--- src/rtl/sar_pkg.sv ---
`timescale 1ns / 1ps
`default_nettype none

package sar_pkg;

    localparam int UV_W     = 23;
    localparam int DATA_W   = 8;
    localparam int ADDR_W   = 3;
    localparam int MODE_W   = 2;
    localparam int RES_W    = 16;
    localparam int CODE_W   = 10;
    localparam int TICK_W   = 11;
    localparam int CFG_IDX_W = 1;

    // Divider: numerator is uV * 512, divisor is half the reference.
    localparam int NUM_SHIFT = 9;
    localparam int DIV_W     = UV_W + NUM_SHIFT;
    localparam int DIV_STEPS = CODE_W + 1;
    localparam int STEP_W    = $clog2(DIV_STEPS);
    localparam int LJ_SHIFT  = RES_W - CODE_W;

    localparam logic [UV_W-1:0] AREF_RESET = UV_W'(2500000);
    localparam logic [UV_W-1:0] AVCC_RESET = UV_W'(5000000);
    localparam logic [UV_W-1:0] REF_1V1    = UV_W'(1100000);
    localparam logic [UV_W-1:0] REF_2V56   = UV_W'(2560000);
    localparam logic [CODE_W-1:0] MAX_CODE = CODE_W'(1023);
    localparam logic [4:0] MAX_CHANNEL     = 5'd6;

    // Control/status and mux bit positions
    localparam int BIT_EN = 7;
    localparam int BIT_SC = 6;
    localparam int BIT_IF = 4;
    localparam int BIT_IE = 3;
    localparam int BIT_LEFT = 5;

    typedef enum logic [MODE_W-1:0] {
        MODE_READ  = 2'd0,
        MODE_WRITE = 2'd1,
        MODE_TICK  = 2'd2,
        MODE_ACK   = 2'd3
    } mode_t;

    typedef enum logic [ADDR_W-1:0] {
        ADDR_RES_LO = 3'd0,
        ADDR_RES_HI = 3'd1,
        ADDR_CSR    = 3'd2,
        ADDR_CTRLB  = 3'd3,
        ADDR_MUX    = 3'd4
    } addr_t;

    typedef enum logic [CFG_IDX_W-1:0] {
        CFG_AREF = 1'd0,
        CFG_AVCC = 1'd1
    } cfg_idx_t;

    typedef enum logic [1:0] {
        REFS_EXT  = 2'd0,
        REFS_VCC  = 2'd1,
        REFS_1V1  = 2'd2,
        REFS_2V56 = 2'd3
    } refs_t;

    typedef struct packed {
        logic take;      // request accepted this cycle
        logic div_load;  // sampling tick: load divider operands
        logic div_step;  // one restoring division step
        logic div_last;  // final step, write back result
    } cmd_t;

    typedef struct packed {
        logic sample_hit; // present request is the sampling tick
    } status_t;

endpackage

`default_nettype wire

--- src/rtl/sar_ctrl.sv ---
`timescale 1ns / 1ps
`default_nettype none

module sar_ctrl (
    input  wire logic             aclk,
    input  wire logic             aresetn,
    input  wire logic             s_valid,
    output logic                  s_ready,
    output logic                  m_valid,
    input  wire logic             m_ready,
    input  wire sar_pkg::status_t sts,
    output sar_pkg::cmd_t         cmd
);

    typedef enum logic [1:0] {
        ST_IDLE = 2'b01,
        ST_DIV  = 2'b10
    } state_t;

    state_t state_reg, state_next;
    logic [sar_pkg::STEP_W-1:0] step_reg, step_next;
    logic out_valid_reg, out_valid_next;
    logic take;

    assign s_ready = (state_reg == ST_IDLE) && (!out_valid_reg || m_ready);
    assign take    = s_valid && s_ready;
    assign m_valid = out_valid_reg;

    always_comb begin
        state_next    = state_reg;
        step_next     = step_reg;
        cmd.take      = take;
        cmd.div_load  = 1'b0;
        cmd.div_step  = 1'b0;
        cmd.div_last  = 1'b0;
        unique case (state_reg)
            ST_IDLE: begin
                if (take && sts.sample_hit) begin
                    cmd.div_load = 1'b1;
                    step_next    = '0;
                    state_next   = ST_DIV;
                end
            end
            ST_DIV: begin
                cmd.div_step = 1'b1;
                step_next    = step_reg + 1'b1;
                if (step_reg == sar_pkg::STEP_W'(sar_pkg::DIV_STEPS - 1)) begin
                    cmd.div_last = 1'b1;
                    state_next   = ST_IDLE;
                end
            end
            default: begin
                state_next = ST_IDLE;
            end
        endcase
    end

    always_comb begin
        if (take) begin
            out_valid_next = 1'b1;
        end else if (m_ready) begin
            out_valid_next = 1'b0;
        end else begin
            out_valid_next = out_valid_reg;
        end
    end

    always_ff @(posedge aclk) begin
        if (!aresetn) begin
            state_reg     <= ST_IDLE;
            step_reg      <= '0;
            out_valid_reg <= 1'b0;
        end else begin
            state_reg     <= state_next;
            step_reg      <= step_next;
            out_valid_reg <= out_valid_next;
        end
    end

endmodule

`default_nettype wire

--- src/rtl/sar_dp.sv ---
`timescale 1ns / 1ps
`default_nettype none

module sar_dp (
    input  wire logic                             aclk,
    input  wire logic                             aresetn,
    input  wire logic [sar_pkg::MODE_W-1:0]       s_mode,
    input  wire logic [sar_pkg::ADDR_W-1:0]       s_reg_addr,
    input  wire logic [sar_pkg::DATA_W-1:0]       s_write_data,
    input  wire logic [sar_pkg::UV_W-1:0]         s_channel_uvolt,
    input  wire logic                             cfg_we,
    input  wire logic [sar_pkg::CFG_IDX_W-1:0]    cfg_index,
    input  wire logic [sar_pkg::UV_W-1:0]         cfg_wdata,
    input  wire sar_pkg::cmd_t                    cmd,
    output sar_pkg::status_t                      sts,
    output logic [sar_pkg::DATA_W-1:0]            m_read_data,
    output logic                                  m_irq
);

    localparam int DW = sar_pkg::DATA_W;

    // Architectural state
    logic [sar_pkg::UV_W-1:0]   aref_reg, aref_next;
    logic [sar_pkg::UV_W-1:0]   avcc_reg, avcc_next;
    logic [sar_pkg::RES_W-1:0]  result_reg, result_next;
    logic [DW-1:0]              csr_reg, csr_next;
    logic [DW-1:0]              ctrlb_reg, ctrlb_next;
    logic [DW-1:0]              mux_reg, mux_next;
    logic [sar_pkg::TICK_W-1:0] tick_reg, tick_next;
    logic [DW-1:0]              div_reg, div_next;
    logic                       conv_reg, conv_next;
    logic                       sampled_reg, sampled_next;

    // Divider and output payload
    logic [sar_pkg::DIV_W-1:0]  rem_reg, rem_next;
    logic [sar_pkg::DIV_W-1:0]  dvs_reg, dvs_next;
    logic [sar_pkg::CODE_W:0]   quo_reg, quo_next;
    logic                       left_reg, left_next;
    logic [DW-1:0]              rd_reg, rd_next;
    logic                       irq_reg, irq_next;

    logic [sar_pkg::TICK_W-1:0] tick_inc;
    logic [sar_pkg::TICK_W-1:0] sample_at;
    logic [sar_pkg::TICK_W-1:0] done_at;
    logic [sar_pkg::UV_W-1:0]   ref_uv;
    logic [sar_pkg::UV_W-1:0]   volts;
    logic                       rem_ge;
    logic [sar_pkg::CODE_W:0]   quo_fin;
    logic [sar_pkg::CODE_W-1:0] code;
    logic                       is_tick;
    logic [DW-1:0]              keep_if;
    logic [DW-1:0]              wv;

    assign tick_inc  = tick_reg + 1'b1;
    assign sample_at = sar_pkg::TICK_W'(div_reg) + sar_pkg::TICK_W'(div_reg >> 1);
    assign done_at   = sar_pkg::TICK_W'(div_reg) * sar_pkg::TICK_W'(13);
    assign is_tick   = (sar_pkg::mode_t'(s_mode) == sar_pkg::MODE_TICK);

    assign sts.sample_hit = is_tick && conv_reg && !sampled_reg && (tick_inc == sample_at);

    always_comb begin
        unique case (sar_pkg::refs_t'(mux_reg[7:6]))
            sar_pkg::REFS_EXT:  ref_uv = aref_reg;
            sar_pkg::REFS_VCC:  ref_uv = avcc_reg;
            sar_pkg::REFS_1V1:  ref_uv = sar_pkg::REF_1V1;
            sar_pkg::REFS_2V56: ref_uv = sar_pkg::REF_2V56;
            default:            ref_uv = aref_reg;
        endcase
    end

    assign volts   = (mux_reg[4:0] <= sar_pkg::MAX_CHANNEL) ? s_channel_uvolt : '0;
    assign rem_ge  = (rem_reg >= dvs_reg);
    assign quo_fin = {quo_reg[sar_pkg::CODE_W-1:0], rem_ge};
    assign code    = quo_fin[sar_pkg::CODE_W] ? sar_pkg::MAX_CODE
                                              : quo_fin[sar_pkg::CODE_W-1:0];

    assign wv      = s_write_data;
    assign keep_if = {3'b000, csr_reg[sar_pkg::BIT_IF] & ~wv[sar_pkg::BIT_IF], 4'b0000};

    always_comb begin
        aref_next    = aref_reg;
        avcc_next    = avcc_reg;
        result_next  = result_reg;
        csr_next     = csr_reg;
        ctrlb_next   = ctrlb_reg;
        mux_next     = mux_reg;
        tick_next    = tick_reg;
        div_next     = div_reg;
        conv_next    = conv_reg;
        sampled_next = sampled_reg;
        rem_next     = rem_reg;
        dvs_next     = dvs_reg;
        quo_next     = quo_reg;
        left_next    = left_reg;
        rd_next      = rd_reg;
        irq_next     = irq_reg;

        if (cfg_we) begin
            case (sar_pkg::cfg_idx_t'(cfg_index))
                sar_pkg::CFG_AREF: aref_next = cfg_wdata;
                sar_pkg::CFG_AVCC: avcc_next = cfg_wdata;
                default: ;
            endcase
        end

        if (cmd.take) begin
            rd_next = '0;
            unique case (sar_pkg::mode_t'(s_mode))
                sar_pkg::MODE_READ: begin
                    unique case (s_reg_addr)
                        sar_pkg::ADDR_RES_LO: rd_next = result_reg[DW-1:0];
                        sar_pkg::ADDR_RES_HI: rd_next = result_reg[2*DW-1:DW];
                        sar_pkg::ADDR_CSR:    rd_next = csr_reg;
                        sar_pkg::ADDR_CTRLB:  rd_next = ctrlb_reg;
                        sar_pkg::ADDR_MUX:    rd_next = mux_reg;
                        default:              rd_next = '0;
                    endcase
                end
                sar_pkg::MODE_WRITE: begin
                    unique case (s_reg_addr)
                        sar_pkg::ADDR_CSR: begin
                            csr_next = (wv & ~(DW'(1) << sar_pkg::BIT_IF)
                                           & ~(DW'(1) << sar_pkg::BIT_SC)) | keep_if;
                            if (!wv[sar_pkg::BIT_EN]) begin
                                conv_next    = 1'b0;
                                sampled_next = 1'b0;
                            end else if (conv_reg) begin
                                csr_next[sar_pkg::BIT_SC] = 1'b1;
                            end else if (wv[sar_pkg::BIT_SC]) begin
                                div_next     = (wv[2:0] == 3'd0) ? DW'(2)
                                                                 : (DW'(1) << wv[2:0]);
                                tick_next    = '0;
                                conv_next    = 1'b1;
                                sampled_next = 1'b0;
                                csr_next[sar_pkg::BIT_SC] = 1'b1;
                            end
                        end
                        sar_pkg::ADDR_CTRLB: ctrlb_next = wv;
                        sar_pkg::ADDR_MUX:   mux_next   = wv;
                        default: ;
                    endcase
                end
                sar_pkg::MODE_TICK: begin
                    if (conv_reg) begin
                        tick_next = tick_inc;
                        if (sts.sample_hit) begin
                            sampled_next = 1'b1;
                        end
                        if (tick_inc == done_at) begin
                            csr_next[sar_pkg::BIT_IF] = 1'b1;
                            csr_next[sar_pkg::BIT_SC] = 1'b0;
                            conv_next    = 1'b0;
                            sampled_next = 1'b0;
                        end
                    end
                end
                sar_pkg::MODE_ACK: begin
                    csr_next[sar_pkg::BIT_IF] = 1'b0;
                end
                default: ;
            endcase
            irq_next = csr_next[sar_pkg::BIT_IE] & csr_next[sar_pkg::BIT_IF];
        end

        // Operands latched on the sampling tick; divisor pre-shifted by the code width
        if (cmd.div_load) begin
            rem_next  = {volts, sar_pkg::NUM_SHIFT'(0)};
            dvs_next  = {ref_uv[sar_pkg::UV_W-1:1], sar_pkg::CODE_W'(0)};
            quo_next  = '0;
            left_next = mux_reg[sar_pkg::BIT_LEFT];
        end

        if (cmd.div_step) begin
            if (rem_ge) begin
                rem_next = rem_reg - dvs_reg;
            end
            dvs_next = dvs_reg >> 1;
            quo_next = quo_fin;
        end

        if (cmd.div_last) begin
            result_next = left_reg ? {code, sar_pkg::LJ_SHIFT'(0)}
                                   : {sar_pkg::LJ_SHIFT'(0), code};
        end
    end

    always_ff @(posedge aclk) begin
        if (!aresetn) begin
            aref_reg    <= sar_pkg::AREF_RESET;
            avcc_reg    <= sar_pkg::AVCC_RESET;
            result_reg  <= '0;
            csr_reg     <= '0;
            ctrlb_reg   <= '0;
            mux_reg     <= '0;
            tick_reg    <= '0;
            div_reg     <= DW'(2);
            conv_reg    <= 1'b0;
            sampled_reg <= 1'b0;
        end else begin
            aref_reg    <= aref_next;
            avcc_reg    <= avcc_next;
            result_reg  <= result_next;
            csr_reg     <= csr_next;
            ctrlb_reg   <= ctrlb_next;
            mux_reg     <= mux_next;
            tick_reg    <= tick_next;
            div_reg     <= div_next;
            conv_reg    <= conv_next;
            sampled_reg <= sampled_next;
        end
    end

    always_ff @(posedge aclk) begin
        rem_reg  <= rem_next;
        dvs_reg  <= dvs_next;
        quo_reg  <= quo_next;
        left_reg <= left_next;
        rd_reg   <= rd_next;
        irq_reg  <= irq_next;
    end

    assign m_read_data = rd_reg;
    assign m_irq       = irq_reg;

endmodule

`default_nettype wire

--- src/rtl/sar_adc_register_model_top.sv ---
`timescale 1ns / 1ps
`default_nettype none

// 10-bit SAR ADC register model. Each request on the s_ channel is a
// register read, a register write, one ADC input-clock tick or an
// interrupt acknowledge; each produces exactly one response on the m_
// channel carrying the read byte (zero for anything but a read) and the
// interrupt level (IE AND IF after the request). Requests are taken one
// per cycle through a single response register: a new request is accepted
// when that register is empty or in the same cycle its response is taken.
// The exception is the sampling tick of a conversion: it launches a
// restoring divider that works out 512*uV/(ref/2) one quotient bit per
// cycle, so s_ready stays low while the divider runs (its own response
// still goes out at once). Conversion results are therefore in place
// long before the conversion completes. The two reference registers are
// written through the cfg_ port, which is always ready; write them only
// when the block is idle.

module sar_adc_register_model_top (
    input  wire logic                              aclk,
    input  wire logic                              aresetn,

    input  wire logic                              s_valid,
    output logic                                   s_ready,
    input  wire logic [sar_pkg::MODE_W-1:0]        s_mode,
    input  wire logic [sar_pkg::ADDR_W-1:0]        s_reg_addr,
    input  wire logic [sar_pkg::DATA_W-1:0]        s_write_data,
    input  wire logic [sar_pkg::UV_W-1:0]          s_channel_uvolt,

    output logic                                   m_valid,
    input  wire logic                              m_ready,
    output logic [sar_pkg::DATA_W-1:0]             m_read_data,
    output logic                                   m_irq,

    input  wire logic                              cfg_valid,
    output logic                                   cfg_ready,
    input  wire logic [sar_pkg::CFG_IDX_W-1:0]     cfg_index,
    input  wire logic [sar_pkg::UV_W-1:0]          cfg_wdata
);

    sar_pkg::cmd_t    cmd;
    sar_pkg::status_t sts;

    // Reference registers take a write in any cycle
    assign cfg_ready = 1'b1;

    // Handshake sequencing and divider step count
    sar_ctrl u_ctrl (
        .aclk    (aclk),
        .aresetn (aresetn),
        .s_valid (s_valid),
        .s_ready (s_ready),
        .m_valid (m_valid),
        .m_ready (m_ready),
        .sts     (sts),
        .cmd     (cmd)
    );

    // Register file, conversion timing and the divider
    sar_dp u_dp (
        .aclk            (aclk),
        .aresetn         (aresetn),
        .s_mode          (s_mode),
        .s_reg_addr      (s_reg_addr),
        .s_write_data    (s_write_data),
        .s_channel_uvolt (s_channel_uvolt),
        .cfg_we          (cfg_valid & cfg_ready),
        .cfg_index       (cfg_index),
        .cfg_wdata       (cfg_wdata),
        .cmd             (cmd),
        .sts             (sts),
        .m_read_data     (m_read_data),
        .m_irq           (m_irq)
    );

endmodule

`default_nettype wire

--- config.mk ---
export PLATFORM = sky130hd
export DESIGN_NAME = sar_adc_register_model_top
export DESIGN_NICKNAME = d
export VERILOG_FILES = /design/src/rtl/sar_pkg.sv /design/src/rtl/sar_ctrl.sv /design/src/rtl/sar_dp.sv /design/src/rtl/sar_adc_register_model_top.sv
export SDC_FILE = /design/constraint.sdc
export NUM_CORES = 1
export LEC_CHECK = 0
export BUFFER_PORTS_ARGS = -buffer_cell sky130_fd_sc_hd__buf_4
export CORE_MARGIN = 5
export CORE_UTILIZATION = 46
export CTS_BUF_LIST = sky130_fd_sc_hd__clkbuf_4
export DETAILED_ROUTE_END_ITERATION = 8
export GPL_ROUTABILITY_DRIVEN = 0
export MAX_ROUTING_LAYER = met4
export SETUP_SLACK_MARGIN = 0.02
export SLEW_MARGIN = 20
export SYNTH_ARGS = -nofsm -noshare
export SYNTH_HDL_FRONTEND = slang
export SYNTH_HIERARCHICAL = 1
export SYNTH_SLANG_ARGS = --single-unit
export TNS_END_PERCENT = 30
--- constraint.sdc ---
create_clock -name aclk -period 12.65 [get_ports aclk]
set_clock_uncertainty 0.05 [all_clocks]
set_input_delay 2.53 -clock aclk [delete_from_list [all_inputs] [get_ports aclk]]
set_output_delay 2.53 -clock aclk [all_outputs]
set_load 0.1 [all_outputs]
==> flow_results.org, run 1 <==
** CTS
- The later pin in the worst-skew pair is clocked with a latency of 0.60 ns.
- Clock tree from TritonCTS :: built
- Depth of the CTS H-tree :: 4
- Clock-pin slew was measured on the worst setup and hold paths at 0.16 ns.
- The longest clock path from root to sink contains 2 buffers.
- Post-cts gate resize count :: 0
- Once the clock tree was built, the setup fixing pass inserted 0 buffers.
- TritonCTS Sinks :: 195
- In this run, CTS created clock tree buffers numbering 17.
- CTS placed an instance of clkbuf_4 at the clock tree root.
- Number of buffers inserted for hold repair after clock tree synthesis :: 0

** Logic synthesis
- Yosys synthesis warning count :: 6
- The share of the Yosys chip area taken by registers is 39.0%.
- Dominant synthesized flop cell :: dfxtp_1
- Commonest cells in the netlist :: nand2_1 (179), dfxtp_1 (144), a21oi_1 (111), nor2_1 (104), o21ai_0 (94)
- Area fraction in compound gates after synthesis :: ~18%
- Ranked by total cell area, the synthesized netlist is headed by dfxtp_1 (25%), edfxtp_1 (14%), ha_1 (6.0%).
- Number of synthesized flops with an enable pin :: 51
- After synthesis, the largest family of logic cells by area is simple AND/OR/NAND/NOR gates.
- Most frequently used cell type in the post-synthesis netlist :: nand2_1
- dfxtp_1 takes more of the synthesized area than any other cell.
- The netlist uses slightly above 70 different library cells.
- Number of instances in the synthesized netlist :: 1348
- Post-synthesis adder-cell area fraction :: 7.74%
- The number of nets in the synthesized netlist is 1477.
- In this run the cell area of the synthesized design comes to about 11000 sq um.
- Summed over its instances, the top area cell type makes up 25.5% of the synthesized netlist area.
- Mean instance size in the synthesized netlist :: 8.39 sq um
- Post-synthesis xor/xnor area fraction :: 5.09%
- The portion of synthesized area spent on multiplexers is 4.59%.
- Async SR Flop Fraction :: 0%
- Flip-flop and latch count after synthesis :: 195
- After Yosys synthesis, and, or, nand and nor cells account for 19.9% of the synthesized area.

** Finish
- Relative to the synthesized area, the layout overhead comes to 9.61%.
- Summing all non-filler instances in the final layout gives an area of 12400 sq um.
- Non-filler cells, final :: 1714
- Layout Nets :: 1505
- In the final layout, the share of cells above drive strength 1 is 10.2%.

** Run
- Max-cap violations in this run came to 0.

** Floorplanning
- Placeable core area :: 24200 sq um
- I/O pin count :: 77
- Once the floorplan was initialized, standard cells occupied about 47% of the core.
- In this run the horizontal extent of the chip is 167 microns.
- The floorplan step defined a die boundary enclosing 27800 sq um.
- Die outline height :: 167 microns
- FP Rows :: 57

** Route
- In the detailed route, the total length drawn on met3 is around 900 microns.
- Total length of routed wires :: 26900 microns
- The first TritonRoute pass finished after 6 iterations.
- Routed metal-1 wirelength :: around 14000 microns
- For this run, design rule violations remaining after detail routing come to 0.
- The detailed router placed between 9000 and 10000 vias in this run.
- WL/cell :: between 15 and 20 microns
- In the routed layout, each cell is associated on average with a via count of 5.36.
- Detailed-routed wire length on met2 :: 12100 microns
- Antenna Nets Post-Route :: 0
- Routed signal wires occupy layers up through met4.
- Initial DRC Count :: 571

** Place
- Buffers added on ports :: 74
- Summing all placed instances gives a cell area of around 12000 sq um.
- Post-Place Worst Slack :: approximately 6 ns
- Including well taps, the total number of placed cells is 1681.
- HPWL reported at the end of detailed placement :: 19300 microns

** STA
- The max-slew violation count came to 0.
- The count of final hold-check violations was 0.
- Final setup margin :: 6.73 ns
- Setup repair after global routing left no endpoint under its margin.
- The tightest hold path in the finished design has a slack of 0.418 ns.
- The worst path needs about 6 ns of the cycle, external delays included.
- At the pin with the least slew margin, the transition time is 1.01 ns.
- For the final routed database, the setup TNS stands at 0 ns.
- F_max :: 0.169 GHz
- Setup violations remaining at the end of the flow were counted as 0.
- Dividing the final minimum period by the clock period gives 46.8%.
- The worst pin sits at a relative slew slack of 32.0%.

** Power
- Dividing total power by cell area gives a power density of 88.6 nW/um^2.
- Registers are responsible for 59.4% of the overall power.
- Max VDD drop :: 0.0468 mV
- In this run, the combinational gates consume 7.1% of the power.
- Power spent charging and discharging nets :: slightly above 300 uW
- The internal power of the cells totals approximately 790 uW.
- Clock network fraction of design power :: 33.5%
- For this design the static power due to leakage is ~0.0051 uW.
- Sw Share :: 28.0%

** Setup path
- At the worst endpoint, the required time is about 10 ns.
- For this run, the slowest stage of the critical path takes 0.33 ns.
- Walking the worst path, the cells encountered are buf_4, nor2b_1, nor2_1, buf_4.
- Worst Setup Start Kind :: input pin
- CP max stage cell :: nor2b_1
- The critical path is of the in -> out type.
- For the worst setup path, the data arrival time is 3.34 ns.
- In this run the worst path has a maximum fanout of 4.
- Type of destination of the critical path :: primary output
- Among the stages of the critical path, the cell type that occurs most often is buf_4.

** GRT
- The first global-routing pass estimated 44700 microns of wire.
- The initial antenna violation count is 1.
- All-layer global routing usage :: 19.6%
- The total overflow left after global routing is 0.
- Maximum number of pins on one net before global-route repair :: 79
- Via count of the first global-routing pass :: 8793

** Worst hold path
- The worst hold path belongs to the class reg -> reg.

** Outcome
- The flow ran to the end, and the final reports show no timing, DRC or antenna violations.
[stage by stage]
stage          util [%]  power (uW)
2_1_floorplan         -         712
3_3_place_gp       49.7         743
3_5_place_dp       49.7         744
4_1_cts            51.1        1110
5_1_grt            51.1        1150
6_report           51.1        1100
[metal layers]
layer	vias to the layer above	global-route usage (%)
met3	17	2.87
met5	-	-
li1	4708	-
met2	152	30.0
met1	4314	28.0
met4	0	3.77
[kinds of logic after synthesis]
kind of cell,Yosys count
AO/OA/AOI/OAI,332
XOR/XNOR,61
adder cells (fa/ha/maj),64
buffers and inverters,168
flip-flops,195
multiplexers,51
other,2
AND/OR/NAND/NOR,475
[cell usage in the layout, fill, tap and decap left out, types with 40 or more instances in the layout]
| cell | netlist | layout |
|---|---|---|
| nand2_1 | 179 | 179 |
| o21ai_0 | 94 | 94 |
| nand3_1 | 41 | 41 |
| ha_1 | 54 | 54 |
| nor2_1 | 104 | 104 |
| dfxtp_1 | 144 | 144 |
| inv_1 | 91 | 91 |
| buf_4 | 3 | 84 |
| edfxtp_1 | 51 | 51 |
| a21oi_1 | 111 | 111 |
| xnor2_1 | 40 | 40 |
| mux2i_1 | 44 | 44 |
[area by class of cell]
cell class	count	area (sq um)
fill	2400	11800
multi-input combinational	985	6260
sequential	195	4410
timing repair buffer	84	631
tap	324	405
inverter	93	349
clock inverter	15	210
clock buffer	17	128
antenna	1	2.50
[path summary, 6_finish.rpt]
kind / from / to / depth (start not counted) / slack (ns)
max: m_ready / s_ready / 4 / 6.73
min: u_dp/avcc_reg[1]$_SDFFE_PN0P_ / u_dp/avcc_reg[1]$_SDFFE_PN0P_ / 2 / 0.42
max reg2reg: u_dp/div_reg[2]$_SDFFE_PN0P_ / u_dp/dvs_reg[22]$_DFFE_PP_ / 12 / 7.40
min reg2reg: u_dp/avcc_reg[1]$_SDFFE_PN0P_ / u_dp/avcc_reg[1]$_SDFFE_PN0P_ / 2 / 0.42
[power by group through the flow]
stage	registers (uW)	logic, uW	clock network, uW
after floorplan	675	36.3	0
after global placement	665	77.5	0
after detailed placement	666	77.9	0
after CTS	653	78.1	380
after global routing	654	85.2	407
final	652	77.9	368
[worst max-delay path, delay by kind of cell]
kind          cells  cell delay [ns]
simple gates      2             0.45
buf+inv           2             0.36
(Power assumes the default switching activity.)
==> run 2: changes to the inputs <==
Clock period 12.65 ns to 5.6 ns, I/O delays scaled along.
==> flow_results.org, run 2 (same netlist as run 1, synthesis figures left out) <==
** Outcome
- Result of the run: completed (unchanged).

** Power
- The power density over cell area came to 197 nW/um^2 (was 88.6 nW/um^2).
- Power, Total :: 2440 uW (was 1100 uW)
- Leak :: 0.00506 uW (about the same)
- The maximum VDD drop came to 0.129 mV (was 0.0468 mV).

** CTS
- Maximum buffer depth of the clock tree :: 2 (unchanged)
- Clk root buf :: clkbuf_4 (unchanged)
- Post-cts gate resize count :: 0 (unchanged)
- Number of buffers inserted for hold repair after clock tree synthesis :: 0 (unchanged)
- Post-CTS Setup Inserts :: 0 (unchanged)
- The CTS buffer count was 17 (unchanged).
- TritonCTS Sinks :: 195 (unchanged)
- The CTS H-tree depth came to 4 (unchanged).
- Clock tree from TritonCTS :: built (unchanged)
- Insertion delay of the later-clocked pin in the worst-skew pair :: 0.59 ns (was 0.60 ns)
- Clock-pin transition on the worst setup and hold timing paths :: 0.19 ns (was 0.16 ns)

** Setup path
- Critical path class :: reg -> reg (was in -> out)
- The largest fanout of any net on the critical path is 23 (was 4).
- Type of destination of the critical path :: register (was primary output)
- Req. time, crit path :: 6.07 ns (was 10.07 ns)
- CP arrival :: 4.62 ns (was 3.34 ns)
- Worst Setup Start Kind :: register (was input pin)

** STA
- The count of final hold-check violations is 0 (unchanged).
- Of the available clock period, the critical path in the final layout requires 74.0%.
- Final setup margin :: 1.46 ns (was 6.73 ns)
- The final count of negative-setup-slack endpoints came to 0 (unchanged).
- Setup TNS :: 0 ns (unchanged)
- Actual slew at the worst max-slew pin :: 1.03 ns (was 1.01 ns)
- RSZ-0062 raised after global routing: no (unchanged).
- Min Tclk post-route :: around 4.1 ns
- The max-slew violation count is 0 (unchanged).
- Derived from the worst setup path, the maximum achievable clock frequency is 0.241 GHz.
- The worst-case headroom to the max-slew limit came to 31.1% (was 32.0%).

** Route
- Number of vias per cell after detailed routing :: 5.40 (was 5.36)
- WL/cell :: 15.9 microns (was 15.7 microns)
- The first-pass iteration count of the detailed router is 6 (unchanged).
- Initial DRC Count :: 618 (was 571)
- Total length of routed wires :: 27300 microns (was 26900 microns)
- DRC violation count after routing :: 0 (unchanged)
- Antenna Nets Post-Route :: 0 (unchanged)
- The via total after detailed routing is 9265 (was 9191).

** Floorplanning
- I/O pin count :: 77 (unchanged)
- Placeable core area :: 24200 sq um (unchanged)
- The horizontal die dimension is 167 microns (unchanged).
- The starting density of the core is 46.7% (unchanged).
- The number of placement rows came to 57 (unchanged).
- Area of the die :: 27800 sq um (unchanged)
- Die outline height :: 167 microns (unchanged)

** Finish
- The area added between synthesis and finish came to 9.56% (was 9.61%).
- The finished layout cell area came to 12400 sq um (about the same).
- The number of nets in the final layout was 1506 (was 1505).
- Ratio of cells with drive above 1 in the final layout :: 10.2% (about the same)
- Fillers :: 2412 (was 2400)
- Most frequent cells in the layout :: nand2_1 (179), dfxtp_1 (144), a21oi_1 (111), nor2_1 (104), o21ai_0 (93) (was nand2_1 (179), dfxtp_1 (144), a21oi_1 (111), nor2_1 (104), o21ai_0 (94))
- Commonest non-fill, non-tap cell in the layout :: nand2_1 (unchanged)
- The number of non-filler instances in the completed layout was 1715 (was 1714).

** GRT
- The initial antenna violation count is 1 (unchanged).
- First-pass GRT wire length :: 44700 microns (about the same)
- The via count of the first global-routing pass came to 8712 (was 8793).
- Overflow left after global routing :: 0 (unchanged)
- The maximum number of pins on one net before global-route repair is 51 (was 79).
- All-layer global routing usage :: 19.7% (was 19.6%)

** Place
- Placed Cells incl. Taps :: 1682 (was 1681)
- Buffers added on ports :: 74 (unchanged)
- The setup slack after placement was 1.46 ns (was 6.16 ns).
- The post-detailed-placement half-perimeter wirelength is 19500 microns (was 19300 microns).
- Dpl cell area :: 12100 sq um (about the same)

** Worst hold path
- The path category of the worst min-delay check is reg -> reg (unchanged).

** Run
- Number of maximum-capacitance violations :: 0 (unchanged)
==> run 2: final cells by class <==
type / instances / area (sq um) / area share [%]
clock inverter: 15 / 184 / 1.48
sequential: 195 / 4410 / 35.6
inverter: 93 / 349 / 2.82
antenna: 1 / 2.50 / 0.0202
tap: 324 / 405 / 3.27
multi-input combinational: 985 / 6260 / 50.5
timing repair buffer: 85 / 651 / 5.25
clock buffer: 17 / 128 / 1.03
==> run 2: path summary, 6_finish.rpt <==
path | endpoint | slack, ns | from | cells past startpoint
worst max-delay path | u_dp/rem_reg[25]$_DFF_P_ | 1.46 | u_dp/div_reg[1]$_SDFFE_PN1P_ | 18
worst min-delay path | u_dp/csr_reg[7]$_SDFFE_PN0P_ | 0.41 | u_dp/csr_reg[7]$_SDFFE_PN0P_ | 2
worst max register to register | u_dp/rem_reg[25]$_DFF_P_ | 1.46 | u_dp/div_reg[1]$_SDFFE_PN1P_ | 18
worst min register to register | u_dp/csr_reg[7]$_SDFFE_PN0P_ | 0.41 | u_dp/csr_reg[7]$_SDFFE_PN0P_ | 2
==> run 2: critical path, cell delays in order, from the launching register on <==
cell	delay (ns)
dfxtp_1	0.50
ha_1	0.26
inv_1	0.09
fa_1	0.41
o31ai_1	0.38
xnor2_1	0.19
xnor2_1	0.15
o2111ai_1	0.12
nor4_1	0.35
buf_4	0.20
nand2_1	0.09
nor3_4	0.23
nand2_1	0.10
a31oi_2	0.16
buf_4	0.32
nand2_1	0.10
o21ai_0	0.09
mux2i_1	0.10
nor3_1	0.15
==> run 2: stage by stage <==
step	utilization, %	hold WS (ns)
floorplan	-	0.381
global placement	49.8	0.389
detailed placement	49.8	0.396
CTS	51.1	0.419
global route	51.1	0.437
finish	51.1	0.414
==> run 2: power by group <==
group	leakage (uW)	total (uW)	switching, uW	internal (uW)
clock	0.000166	789	576	214
sequential	0.00164	1470	9.64	1460
combinational	0.00325	176	113	62.8
==> run 2: layer usage <==
| metal | up-vias | track usage, % | routed length (microns) | share of wire (%) |
|---|---|---|---|---|
| met5 | - | - | 0 | 0 |
| met3 | 27 | 3.39 | 1150 | 4.2 |
| met4 | 0 | 3.84 | 291 | 1.1 |
| li1 | 4711 | - | - | - |
| met2 | 181 | 29.9 | 12200 | 45 |
| met1 | 4346 | 28.1 | 13600 | 50 |
